[src/hdl/gcd_pkg.sv]
package gcd_pkg;

   localparam int LON_W = 25;
   localparam int LAT_W = 24;
   localparam int ANG_W = 26;
   localparam int OUT_W = 23;

   localparam int DEF_ANGLE_FRAC_BITS = 16;
   localparam int DEF_DIST_FRAC_BITS  = 8;

   localparam logic [30:0] Q30_ONE       = 31'h4000_0000;
   localparam logic [31:0] PI_Q30        = 32'hC90F_DAA2;
   localparam logic [30:0] HALF_CIRC_Q16 = 31'd1311708728;
   localparam logic [31:0] QUARTER_TURN  = 32'h4000_0000;

   localparam int DIV_FULL = 360;
   localparam int DIV_HALF = 720;
   localparam int PH_BPS   = 4;

   localparam int SIN_ITERS = 8;
   localparam int SIN_LAT   = 2 + 2 * SIN_ITERS + 1;
   localparam int ASIN_BITS = 31;

   typedef struct packed {
      logic        neg;
      logic [30:0] r;
   } sin_arg_type;

endpackage

[src/hdl/gcd_phase.sv]
module gcd_phase #(
   parameter int          AFB    = gcd_pkg::DEF_ANGLE_FRAC_BITS,
   parameter int          DIV    = gcd_pkg::DIV_HALF,
   parameter logic [31:0] OFFSET = 32'd0
) (
   input  logic                               clock,
   input  logic                               en,
   input  logic signed [gcd_pkg::ANG_W-1:0]   angle,
   output gcd_pkg::sin_arg_type               arg
);
   import gcd_pkg::*;

   localparam int SH   = 32 - AFB;
   localparam int NBIT = ANG_W + SH;
   localparam int NSTG = (NBIT + PH_BPS - 1) / PH_BPS;
   localparam int DW   = NSTG * PH_BPS;
   localparam int RW   = $clog2(DIV);

   logic [ANG_W-1:0] mag_in;
   logic [DW-1:0]    dvd_ff;
   logic             sgn_ff;
   logic [RW-1:0]    rem_ff  [NSTG];
   logic [31:0]      quo_ff  [NSTG];
   logic [DW-1:0]    dvds_ff [NSTG];
   logic             sgns_ff [NSTG];
   logic [31:0]      p_in, p_ff;
   sin_arg_type      arg_in, arg_ff;

   assign mag_in = angle[ANG_W-1] ? ANG_W'(-angle) : ANG_W'(angle);

   always_ff @(posedge clock) begin
      if (en) begin
         dvd_ff <= DW'({mag_in, {SH{1'b0}}});
         sgn_ff <= angle[ANG_W-1];
      end
   end

   // Long division by the constant, a few dividend bits per stage
   for (genvar j = 0; j < NSTG; j++) begin : g_stg
      logic [RW-1:0] rem_src, rem_in;
      logic [31:0]   quo_src, quo_in;
      logic [DW-1:0] dvd_src;
      logic          sgn_src;

      if (j == 0) begin : g_first
         assign rem_src = '0;
         assign quo_src = '0;
         assign dvd_src = dvd_ff;
         assign sgn_src = sgn_ff;
      end else begin : g_next
         assign rem_src = rem_ff[j-1];
         assign quo_src = quo_ff[j-1];
         assign dvd_src = dvds_ff[j-1];
         assign sgn_src = sgns_ff[j-1];
      end

      always_comb begin
         logic [RW:0] w;
         rem_in = rem_src;
         quo_in = quo_src;
         for (int b = 0; b < PH_BPS; b++) begin
            w = {rem_in, dvd_src[DW-1-j*PH_BPS-b]};
            if (w >= (RW+1)'(DIV)) begin
               w = w - (RW+1)'(DIV);
               quo_in = {quo_in[30:0], 1'b1};
            end else begin
               quo_in = {quo_in[30:0], 1'b0};
            end
            rem_in = w[RW-1:0];
         end
      end

      always_ff @(posedge clock) begin
         if (en) begin
            rem_ff[j]  <= rem_in;
            quo_ff[j]  <= quo_in;
            dvds_ff[j] <= dvd_src;
            sgns_ff[j] <= sgn_src;
         end
      end
   end

   assign p_in = sgns_ff[NSTG-1] ? OFFSET - quo_ff[NSTG-1] : OFFSET + quo_ff[NSTG-1];

   // Fold the phase into the first quadrant; keep the sign of the half turn
   always_comb begin
      arg_in.neg = p_ff[31];
      if (p_ff[30]) begin
         arg_in.r = Q30_ONE - {1'b0, p_ff[29:0]};
      end else begin
         arg_in.r = {1'b0, p_ff[29:0]};
      end
   end

   always_ff @(posedge clock) begin
      if (en) begin
         p_ff   <= p_in;
         arg_ff <= arg_in;
      end
   end

   assign arg = arg_ff;

endmodule

[config.mk]
export PLATFORM = sky130hd
export DESIGN_NAME = gcd_phase
export DESIGN_NICKNAME = d
export VERILOG_FILES = /design/src/hdl/gcd_pkg.sv /design/src/hdl/gcd_phase.sv
export SDC_FILE = /design/constraint.sdc
export NUM_CORES = 1
export LEC_CHECK = 0
export BUFFER_PORTS_ARGS = -buffer_cell sky130_fd_sc_hd__buf_2
export CAP_MARGIN = 20
export CELL_PAD_IN_SITES_DETAIL_PLACEMENT = 1
export CELL_PAD_IN_SITES_GLOBAL_PLACEMENT = 1
export CORE_MARGIN = 2
export CORE_UTILIZATION = 56
export DETAILED_ROUTE_END_ITERATION = 10
export GPL_ROUTABILITY_DRIVEN = 0
export PLACE_DENSITY_LB_ADDON = 0.08
export SLEW_MARGIN = 20
export SYNTH_ARGS = -nofsm -noshare
export SYNTH_HDL_FRONTEND = slang
export SYNTH_SLANG_ARGS = --single-unit
export TNS_END_PERCENT = 20
[constraint.sdc]
create_clock -name clock -period 12.29 [get_ports clock]
set_input_delay 0.6145 -clock clock [delete_from_list [all_inputs] [get_ports clock]]
set_output_delay 0.6145 -clock clock [all_outputs]
set_load 0.005 [all_outputs]
After elaboration in Yosys (flattened, before gate mapping)
Memory sizes are Yosys's and may differ from the RTL's.
Index checks and enable logic that the tools add are counted.
Word-level totals
  bits in registers: 91
  word-level logic and storage cells: 187
  output and inout port bits: 32
  memories: 4
  bits in writable memories: 957
  input port bits: 28
Operators by class
  order comparisons: 42
  multiplexer cells: 89
  add/subtract/negate cells: 45
Memories
  dvds_ff: depth 11, bits a word 44, rd ports 10, clocked after memory_dff 0, write ports 11, RTL line gcd_phase.sv:24  | logic [DW-1:0] dvds_ff [NSTG];
  quo_ff: depth 11, bits a word 32, rd ports 11, clocked after memory_dff 0, write ports 11, RTL line gcd_phase.sv:23  | logic [31:0] quo_ff [NSTG];
  rem_ff: depth 11, bits a word 10, rd ports 10, clocked after memory_dff 0, write ports 11, RTL line gcd_phase.sv:22  | logic [RW-1:0] rem_ff [NSTG];
  sgns_ff: depth 11, bits a word 1, rd ports 11, clocked after memory_dff 0, write ports 11, RTL line gcd_phase.sv:25  | logic sgns_ff [NSTG];
Operators by type and width (count)
  11-bit by 10-bit >= comparator with 1-bit output (second input constant): 41
  10-bit two-way mux: 42
  10-bit subtractor (second input constant): 41
  1-bit two-way mux: 44
  32-bit two-way mux: 1
  1-bit by 32-bit subtractor with 32-bit output (first input constant): 1
  31-bit by 30-bit subtractor with 31-bit output (first input constant): 1
  30-bit two-way mux: 1
  26-bit negation: 1
  25-bit two-way mux: 1
  1-bit by 10-bit >= comparator with 1-bit output (second input constant): 1
  1-bit by 10-bit subtractor with 10-bit output (second input constant): 1

Depth between registers and ports, before layout
Gate-level depths: netlist of run 1.
An unclocked memory read counts as a cell.
  word-level depth: 9
  depth in mapped cells: 21
  depth with buffers taken out: 19

Worst setup path after synthesis of run 1
OpenSTA, ideal clock, no wires.
  path type: reg2reg
  start point: mem rem_ff[6][3] (netlist bit)
  end point: mem rem_ff[7][7] (netlist bit) (data pin)
  cell stages (with the launch flop): 20
  clock period less this slack: 4.260 ns
  library setup time: 0.258 ns
  path buffers: 2
  arrival time: 4.003 ns
  path slack: 8.030 ns
  data required time: 12.032 ns
  cells stage by stage: edfxtp_1 -> buf_2 -> inv_1 -> ha_1 -> and3b_1 -> o31ai_2 -> o31ai_2 -> nand2b_1 -> a31oi_1 -> o21a_1 -> o32ai_1 -> a221o_1 -> buf_4 -> xnor2_1 -> ha_1 -> nor4b_1 -> o31a_1 -> o21bai_2 -> nand3b_1 -> xnor2_1
RTL lines (RTL line)
  start: declaration: gcd_phase.sv:22

==> results of run 1 <==
## critical path: cells and delay by family (launching register included)
kind	cells	cell delay, ns
xor gates and xnor gates	2	0.44
muxes	3	0.66
AOI/OAI and AO/OA	7	2.24
buffers and inverters	1	0.20
and+or+nand+nor	1	0.41
DFF	1	0.43
adders and majority gates	2	0.59
## routing by layer
metal,GRT usage (%),wire length (µm),vias up
li1,-,-,6290
met1,28.8,17800,6480
met2,41.4,22100,273
met3,2.87,1520,57
met4,5.64,721,0
met5,0,0,-
## state kept, by name, indices dropped and copies added (netlist names)
| name | count |
|---|---|
| arg | 32 |
| dvd_ff | 26 |
| dvds_ff | 91 |
| g_stg.sgn_src | 1 |
| p_ff | 32 |
| quo_ff | 144 |
| rem_ff | 69 |
| sgns_ff | 11 |
## cell families (layout without fill, tap and decap cells)
group / Yosys count / in the layout / synth area share, %
AO/OA/AOI/OAI: 416 / 416 / 14.6
buffers and inverters: 120 / 221 / 2.41
flip-flops: 406 / 406 / 61.0
XOR/XNOR: 165 / 165 / 7.24
AND/OR/NAND/NOR: 432 / 432 / 11.0
multiplexers: 42 / 42 / 2.17
adder cells (fa/ha/maj): 26 / 26 / 1.59
## layout by cell type, fill, tap and decap left out, drive strengths merged, types with 38 or more instances in the layout
cell	Yosys	final
nand2	119	119
edfxtp	406	406
clkbuf	26	47
a21oi	60	60
o21ai	116	116
buf	15	61
xnor2	138	138
nor2	103	103
inv	77	79
nor3	38	38
## area by class of cell
type | count | area [µm²]
Fill cell | 3455 | 13100
Clock buffer | 47 | 1110
Multi-Input combinational cell | 1081 | 7300
Inverter | 79 | 302
Timing Repair Buffer | 61 | 333
Sequential cell | 406 | 12200
Tap cell | 461 | 577
Clock inverter | 34 | 389
## worst min-delay path by stage
stage / slack, ns / to
finish: 0.30 / dvd_ff[16]
global route: 0.29 / dvd_ff[16]
CTS: 0.28 / dvd_ff[16]
detailed placement: 0.41 / quo_ff[10][28]
global placement: 0.40 / quo_ff[9][4]
floorplan: 0.40 / arg[31]
## per-stage QoR
step	utilization [%]	setup WS, ns	instance area, µm²
4_1_cts	62.9	7.08	22200
2_1_floorplan	-	8.03	20000
5_1_grt	62.9	6.65	22200
6_report	62.9	7.07	22200
3_5_place_dp	58.6	7.18	20700
3_3_place_gp	58.6	7.58	20700
==> qor.yml, run 1 <==
drt:
  vias: 13100
  remaining_drc_errors: 0
  firstDrtPassIters: 5
  drtIter0Drc: 774
  wirelength_um: 42100
  avgViaCountPerCell: 6.04
  antenna_left: 0
  wire_per_inst_um: 19.4
sta:
  hold_viol: 0
  setup_viol: 0
  maxSlewHeadroom_pct: 30.6
  timing.fmax_ghz: 0.192
  slew_violations: 0
  period_needed_ns: 5.22
  rsz0062_at_grt: "false"
  finalCritPeriodShare_pct: 42.5
  worstMarginPinSlew_ns: 1.04
  fin_hold_ws_ns: 0.297
  setup_tns_ns: 0
  fin_skew_ns: 0.0234
placed_design:
  hpwlAfterDp_um: 28200
  numPortBuffers: 59
  dp.cells: 2088
logic_synthesis:
  yosysTopAreaCell: "edfxtp_1"
  ys_async_sr_fraction_pct: 0
  syn_area_um2: 20000
  post-synth-top-count-cell: "edfxtp_1"
  synth_top_area_share_pct: 61.0
  synth_cell_types: 103
  synthTopCellsByCount: "edfxtp_1, xnor2_1, nand2_1, nor2_1, o21ai_0"
  ys_ff_latch: 406
  syn_area_per_cell_um2: 12.4
  synth_enable_flop_cells: 406
  yosysWarnings: 0
  syn_inst: 1607
  synth_nets: 1658
  ys.flop_type: "edfxtp_1"
  synth.area.top_cells: "edfxtp_1, xnor2_1, o21ai_0, nand2_1, nor2_1"
  synth_sequential_area_ratio_pct: 61.0
critical_path:
  cpMaxStageDelayCell: "edfxtp_1"
  r2r_start: "rem_ff[8][4]"
  crit_type: "register to register"
  required_ns: 12.59
  cp_max_fo: 11
  worstReg2RegEnd: "rem_ff[9][8]"
  crit_end: "rem_ff[9][8]"
  worstPathCellList: "ha_1, a21o_1, a21oi_1, inv_2, ha_1, a22oi_1, o21ai_1, mux2i_1, o21ai_1, xor2_1, a21o_1, mux2i_1, or3_1, a31oi_1, mux2i_1, xor2_1"
  cp_common_cell: "mux2i_1"
  crit_path_start_kind: "register"
  slowest_delay_ns: 0.43
  critPathCaptureType: "register"
  arrival_ns: 5.52
  worstRegToRegCells: 16
  critPathLaunch: "rem_ff[8][4]"
  reg2reg_slack_ns: 7.07
clocking:
  hold_buffers: 0
  cts_sinks: 406
  cts.htree.levels: 2
  cts_buffers: 44
  root_buffer: "clkbuf_16"
  cts_resized: 0
  cts_max_path_buffers: 3
  post_cts_buffers: 0
  insertion_delay_ns: 0.56
  tritoncts: "built"
  clkTransAtPathRegs_ns: 0.06
floorplan:
  die-area_um2: 37200
  coreArea_um2: 35300
  num_io_pins: 60
  fp.dieW_um: 193
  rows: 69
  start_util_pct: 56.6
  die_y_um: 193
final_layout:
  nets: 1724
  syn_to_final_growth_pct: 11.2
  post_route_cells_drive_above_1_share_pct: 11.5
  antenna_cells: 0
  stdcell_count: 2169
global_routing:
  antenna_found_initial: 0
  grt_pass1_vias: 13500
  overflow: 0
  grt_max_degree: 193
  grt_pass1_wl_um: 68100
  grt_use_total_pct: 22.8
worst_hold_path:
  hold_class: "primary input to register"
  holdPathStages: 1
  hold_path_startpoint: "angle[0]"
job:
  cap_violations: 0
outcome:
  status: "completed"
Power of run 1 is not shown: default switching activity piles up to over one toggle a cycle in this logic, so the estimate is an artifact.
==> inputs of run 2 (changes only) <==
--- a/config.mk
+++ b/config.mk
@@ -5,12 +5,13 @@
 export SDC_FILE = /design/constraint.sdc
 export NUM_CORES = 1
 export LEC_CHECK = 0
+export ABC_AREA = 1
 export BUFFER_PORTS_ARGS = -buffer_cell sky130_fd_sc_hd__buf_2
 export CAP_MARGIN = 20
 export CELL_PAD_IN_SITES_DETAIL_PLACEMENT = 1
 export CELL_PAD_IN_SITES_GLOBAL_PLACEMENT = 1
 export CORE_MARGIN = 2
-export CORE_UTILIZATION = 56
+export CORE_UTILIZATION = 50
 export DETAILED_ROUTE_END_ITERATION = 10
 export GPL_ROUTABILITY_DRIVEN = 0
 export PLACE_DENSITY_LB_ADDON = 0.08
==> constraint.sdc (replaced) <==
create_clock -name clock -period 5.1 [get_ports clock]
set_input_delay 0.255 -clock clock [delete_from_list [all_inputs] [get_ports clock]]
set_output_delay 0.255 -clock clock [all_outputs]
set_load 0.005 [all_outputs]
==> run 2 against run 1 <==
Against the previous run:
- first-iteration DRC count down 25%
- synthesized cell count increased by 16%
- largest cell class unchanged
- register-to-register slack got worse by 5.6 ns
- non-clock buffer count grew 17
- area after synthesis shrank 1.2%
==> qor.yml, run 2 <==
logic_synthesis:
  post-synth-top-count-cell: "nand2_1"
  synthSimpleGateAreaFrac_pct: 22.3
  muxShareOfSynthArea_pct: 0
  synth_enable_flop_cells: 406
  synthTopCellsByCount: "nand2_1, edfxtp_1, inv_1, nand3_1, nor2_1"
  syn_area_um2: 19700
  ys_async_sr_fraction_pct: 0
  synth_fa_ha_area_share_pct: 1.46
  synth_cell_types: 43
  synth_top_area_share_pct: 61.8
  synth.area.top_cells: "edfxtp_1, nand2_1, xor2_1, nand3_1, inv_1"
  syn_area_per_cell_um2: 10.6
  synth_xor_area_share_pct: 6.34
  synth_nets: 1913
  yosysTopAreaCell: "edfxtp_1"
  synth-compound-area-share_pct: 3.78
  yosysWarnings: 0
  synth_top_family_by_area: "simple AND/OR/NAND/NOR gates"
  ys_ff_latch: 406
  synth_sequential_area_ratio_pct: 61.8
  syn_inst: 1862
  ys.flop_type: "edfxtp_1"
final_layout:
  fillers: 4140
  multi_input_area_um2: 6690
  largest_reg_flops: 144
  antenna_cells: 0
  nets: 2030
  post_route_cells_drive_above_1_share_pct: 14.7
  regArea_um2: 12200
  syn_to_final_growth_pct: 13.5
  layout_commonest_cell: "nand2_1"
  largest_registers: "quo_ff (144), dvds_ff (91), rem_ff (69)"
  final_cell_mix: "nand2_1, edfxtp_1, inv_1"
  top_register: "quo_ff"
clocking:
  clkTransAtPathRegs_ns: 0.06
  root_buffer: "clkbuf_16"
  insertion_delay_ns: 0.57
  cts_max_path_buffers: 3
  cts.htree.levels: 2
  post_cts_buffers: 0
  cts_sinks: 406
  tritoncts: "built"
  cts_buffers: 44
floorplan:
  coreArea_um2: 38800
  num_io_pins: 60
  fp.dieW_um: 203
  die-area_um2: 41100
  die_y_um: 203
  rows: 72
  start_util_pct: 50.8
global_routing:
  antenna_found_initial: 0
  grt_pass1_vias: 13700
  grt_max_degree: 150
  overflow: 0
  grt_use_total_pct: 19.2
  grt_pass1_wl_um: 64800
sta:
  slew_violations: 0
  rsz0062_at_grt: "false"
  finalCritPeriodShare_pct: 71.4
  setup_viol: 0
  period_needed_ns: 3.64
  setup_tns_ns: 0
  worstMarginPinSlew_ns: 1.03
  maxSlewHeadroom_pct: 31.6
  hold_viol: 0
  timing.fmax_ghz: 0.275
  fin_skew_ns: 0.0140
critical_path:
  r2r_start: "rem_ff[6][8]"
  crit_type: "register to register"
  crit_path_start_kind: "register"
  critPathCaptureType: "register"
  critPathLaunch: "rem_ff[6][8]"
  worstReg2RegEnd: "rem_ff[7][6]"
  worstRegToRegCells: 26
  slowest_delay_ns: 0.46
  reg2reg_slack_ns: 1.46
  cp_common_cell: "nand2_1"
  crit_end: "rem_ff[7][6]"
  required_ns: 5.42
  cp_max_fo: 8
  arrival_ns: 3.96
  cpMaxStageDelayCell: "edfxtp_1"
worst_hold_path:
  holdPathStages: 3
  hold_class: "primary input to register"
drt:
  antenna_left: 0
  remaining_drc_errors: 0
  avgViaCountPerCell: 5.10
  drtIter0Drc: 583
  wire_per_inst_um: 15.1
  wirelength_um: 38300
  firstDrtPassIters: 4
  vias: 12900
outcome:
  status: "completed"
placed_design:
  hpwlAfterDp_um: 26500
  numPortBuffers: 59
job:
  cap_violations: 0
[run 2: logic make-up (layout without fill, tap and decap cells)]
group                    count (synthesis)  after routing
AO/OA/AOI/OAI                          100            100
XOR/XNOR                               142            142
AND/OR/NAND/NOR                        965            965
flip-flops                             406            406
buffers and inverters                  226            379
adder cells (fa/ha/maj)                 23             23
[run 2: routing by layer]
layer,share of wire [%],track usage (%),vias to the layer above
li1,-,-,6482
met5,0,0,-
met4,2.4,6.10,0
met3,2.8,2.73,61
met2,51,35.2,161
met1,44,23.2,6210
[run 2: metrics by stage]
step / hold slack (ns) / std cells / utilization [%] / setup slack, ns / area [µm²]
floorplan: 0.354 / 1862 / - / 1.96 / 19700
global placement: 0.400 / 2435 / 53.3 / 1.64 / 20700
detailed placement: 0.405 / 2435 / 53.3 / 1.47 / 20700
CTS: 0.000405 / 2533 / 57.7 / 1.44 / 22400
global route: 0.0230 / 2533 / 57.7 / 1.06 / 22400
finish: 0.0335 / 2533 / 57.7 / 1.46 / 22400
[run 2: worst min-delay path by stage]
stage              startpoint        endpoint  slack (ns)
6_report             angle[2]      dvd_ff[18]        0.03
5_1_grt             angle[14]      dvd_ff[30]        0.02
4_1_cts             angle[14]      dvd_ff[30]      0.0004
3_5_place_dp   dvds_ff[0][35]  dvds_ff[1][35]        0.41
3_3_place_gp    quo_ff[9][27]  quo_ff[10][31]        0.40
2_1_floorplan        angle[0]      dvd_ff[16]        0.35
[run 2: what timing repair did]
action,in CTS,in global routing
hold buffers,16,0
hold endpoints to repair,16,0
resized for setup,0,0
[run 2: final cells by class]
cell class	count	area share, %
Sequential cell	406	54.4
Inverter	219	3.67
Tap cell	518	2.89
Clock buffer	50	5.02
Timing Repair Buffer	78	2.29
Clock inverter	32	1.84
Multi-Input combinational cell	1230	29.9
[run 2: worst max-delay path: cells and delay by family (launching register included)]
kind                       cells  cell delay [ns]
buffers and inverters          3             0.21
AOI/OAI and AO/OA              1             0.36
adders and majority gates      2             0.33
DFF                            1             0.46
and+or+nand+nor               20             2.01
Power of run 2 is left out for the same reason.
==> inputs of run 3 (changes only) <==
--- a/config.mk
+++ b/config.mk
@@ -5,13 +5,13 @@
 export SDC_FILE = /design/constraint.sdc
 export NUM_CORES = 1
 export LEC_CHECK = 0
-export ABC_AREA = 1
+export ABC_AREA = 0
 export BUFFER_PORTS_ARGS = -buffer_cell sky130_fd_sc_hd__buf_2
 export CAP_MARGIN = 20
 export CELL_PAD_IN_SITES_DETAIL_PLACEMENT = 1
 export CELL_PAD_IN_SITES_GLOBAL_PLACEMENT = 1
 export CORE_MARGIN = 2
-export CORE_UTILIZATION = 50
+export CORE_UTILIZATION = 52
 export DETAILED_ROUTE_END_ITERATION = 10
 export GPL_ROUTABILITY_DRIVEN = 0
 export PLACE_DENSITY_LB_ADDON = 0.08
==> constraint.sdc (replaced) <==
create_clock -name clock -period 3.6 [get_ports clock]
set_input_delay 0.18 -clock clock [delete_from_list [all_inputs] [get_ports clock]]
set_output_delay 0.18 -clock clock [all_outputs]
set_load 0.005 [all_outputs]
==> run 3 against run 2 <==
Against the previous run:
- the run now ends with setup timing left
- first-iteration DRC count grew 120%
- maximum frequency down 24%
- clock skew is 0.021 ns higher
- via count up 32%
- final area rose by 20%
- register-to-register slack got worse by 2.6 ns
- worst setup slack worse by 2.6 ns
==> qor.yml, run 3 (synthesis results as in run 1) <==
clocking:
  cts_sinks: 406
  insertion_delay_ns: 0.61
  cts.htree.levels: 2
  cts_buffers: 42
  cts_max_path_buffers: 3
  tritoncts: "built"
  clkTransAtPathRegs_ns: 0.08
  root_buffer: "clkbuf_16"
drt:
  remaining_drc_errors: 0
  wirelength_um: 75500
  drtIter0Drc: 1295
  wire_per_inst_um: 28.7
  avgViaCountPerCell: 6.49
  antenna_left: 0
  vias: 17000
  firstDrtPassIters: 5
critical_path:
  critPathCaptureType: "register"
  critPathLaunch: "rem_ff[5][4]"
  worstRegToRegCells: 18
  crit_path_start_kind: "register"
  cp.depth: 18
  required_ns: 3.94
  slowest_delay_ns: 0.49
  crit_type: "register to register"
  worstPathCellList: "inv_2, ha_4, or4b_4, nor4_4, buf_4, o21ai_4, a21oi_2, xnor2_2, xnor2_1, nand3_2, a211o_1, a2111oi_4, nand3b_4, o21ai_4, nand2_4, buf_6, mux2i_4, xnor2_2"
  arrival_ns: 5.12
  cp_max_fo: 4
  critPathBufInv: 3
  r2r_start: "rem_ff[5][4]"
  reg2reg_slack_ns: -1.18
  cpMaxStageDelayCell: "xnor2_1"
  worstReg2RegEnd: "rem_ff[6][6]"
  crit_family: "simple AND/OR/NAND/NOR gates"
  crit_end: "rem_ff[6][6]"
sta:
  fin_skew_ns: 0.0350
  fin_hold_ws_ns: 0.0970
  timing.fmax_ghz: 0.209
  period_needed_ns: 4.78
  rsz0062_at_grt: "true"
  setup_viol: 51
  hold_viol: 0
  setup_slack_ns: -1.18
  slew_violations: 0
  maxSlewHeadroom_pct: 23.7
  worstMarginPinSlew_ns: 1.14
  finalCritPeriodShare_pct: 133
floorplan:
  die_y_um: 200
  die-area_um2: 40000
  coreArea_um2: 37800
  start_util_pct: 52.9
  rows: 71
  num_io_pins: 60
  fp.dieW_um: 200
global_routing:
  grt_pass1_vias: 17900
  grt_use_total_pct: 32.6
  antenna_found_initial: 1
  grt_max_degree: 117
  grt_pass1_wl_um: 100000
  overflow: 0
final_layout:
  post_route_cells_drive_above_1_share_pct: 36.0
  regArea_um2: 12200
  final_cell_mix: "edfxtp_1, buf_4, xnor2_1"
  stdcell_count: 2627
  layout_commonest_cell: "edfxtp_1"
  antenna_cells: 0
  nets: 2135
  top_register: "quo_ff"
  multi_input_area_um2: 8740
  largest_reg_flops: 144
  final_util_pct: 71.3
  largest_registers: "quo_ff (144), dvds_ff (91), rem_ff (69)"
  fillers: 3589
  syn_to_final_growth_pct: 34.8
placed_design:
  numPortBuffers: 59
  hpwlAfterDp_um: 36000
  dp.cells: 2478
worst_hold_path:
  holdPathStages: 1
  hold_class: "primary input to register"
job:
  cap_violations: 0
outcome:
  status: "finished, violations left"
  violations: "setup timing"
run 3: repair_timing:
action                                  in CTS  in global routing
setup buffers                               36                 13
pin swaps                                   64                 47
hold endpoints to repair                    24                  1
endpoints found under the setup margin      53                 53
hold buffers                                23                  1
resized for setup                          159                106
run 3: per-layer routing:
metal	track usage [%]	vias to the layer above	share of wire, %
met5	0	-	0
met1	35.1	8518	34
met4	17.8	0	7.7
met3	4.92	414	5.9
met2	61.2	1010	52
li1	-	7098	-
run 3: cell type report:
type	count	share of cell area [%]
Multi-Input combinational cell	1081	32.5
Inverter	79	1.15
Timing Repair Buffer	474	13.5
Sequential cell	406	45.3
Clock inverter	29	1.16
Tap cell	511	2.38
Clock buffer	47	4.05
run 3: worst reg2reg max path, cell delays in order (launching register included):
cell	delay (ns)
edfxtp_1	0.48
inv_2	0.13
ha_4	0.13
or4b_4	0.46
nor4_4	0.22
buf_4	0.19
o21ai_4	0.11
a21oi_2	0.22
xnor2_2	0.15
xnor2_1	0.49
nand3_2	0.27
a211o_1	0.36
a2111oi_4	0.32
nand3b_4	0.23
o21ai_4	0.10
nand2_4	0.12
buf_6	0.12
mux2i_4	0.28
xnor2_2	0.13
run 3: how the worst min path moves through the flow:
stage,endpoint,slack (ns),start
final,g_stg[0].sgn_src,0.1,angle[25]
after global routing,g_stg[0].sgn_src,0.11,angle[25]
after CTS,dvd_ff[31],0.004,angle[15]
after detailed placement,dvds_ff[3][20],0.41,dvds_ff[2][20]
after global placement,quo_ff[6][15],0.40,quo_ff[5][11]
after floorplan,dvd_ff[16],0.28,angle[0]
run 3: metrics by stage:
step	TNS (ns)	setup WS [ns]	area [µm²]
final	-27.89	-1.18	26900
after global routing	-33.99	-1.23	26900
after CTS	-14.00	-0.716	26300
after detailed placement	-20.52	-0.766	23600
after global placement	-8.37	-0.436	23600
after floorplan	-7.34	-0.480	20300
Power of run 3 is left out for the same reason.
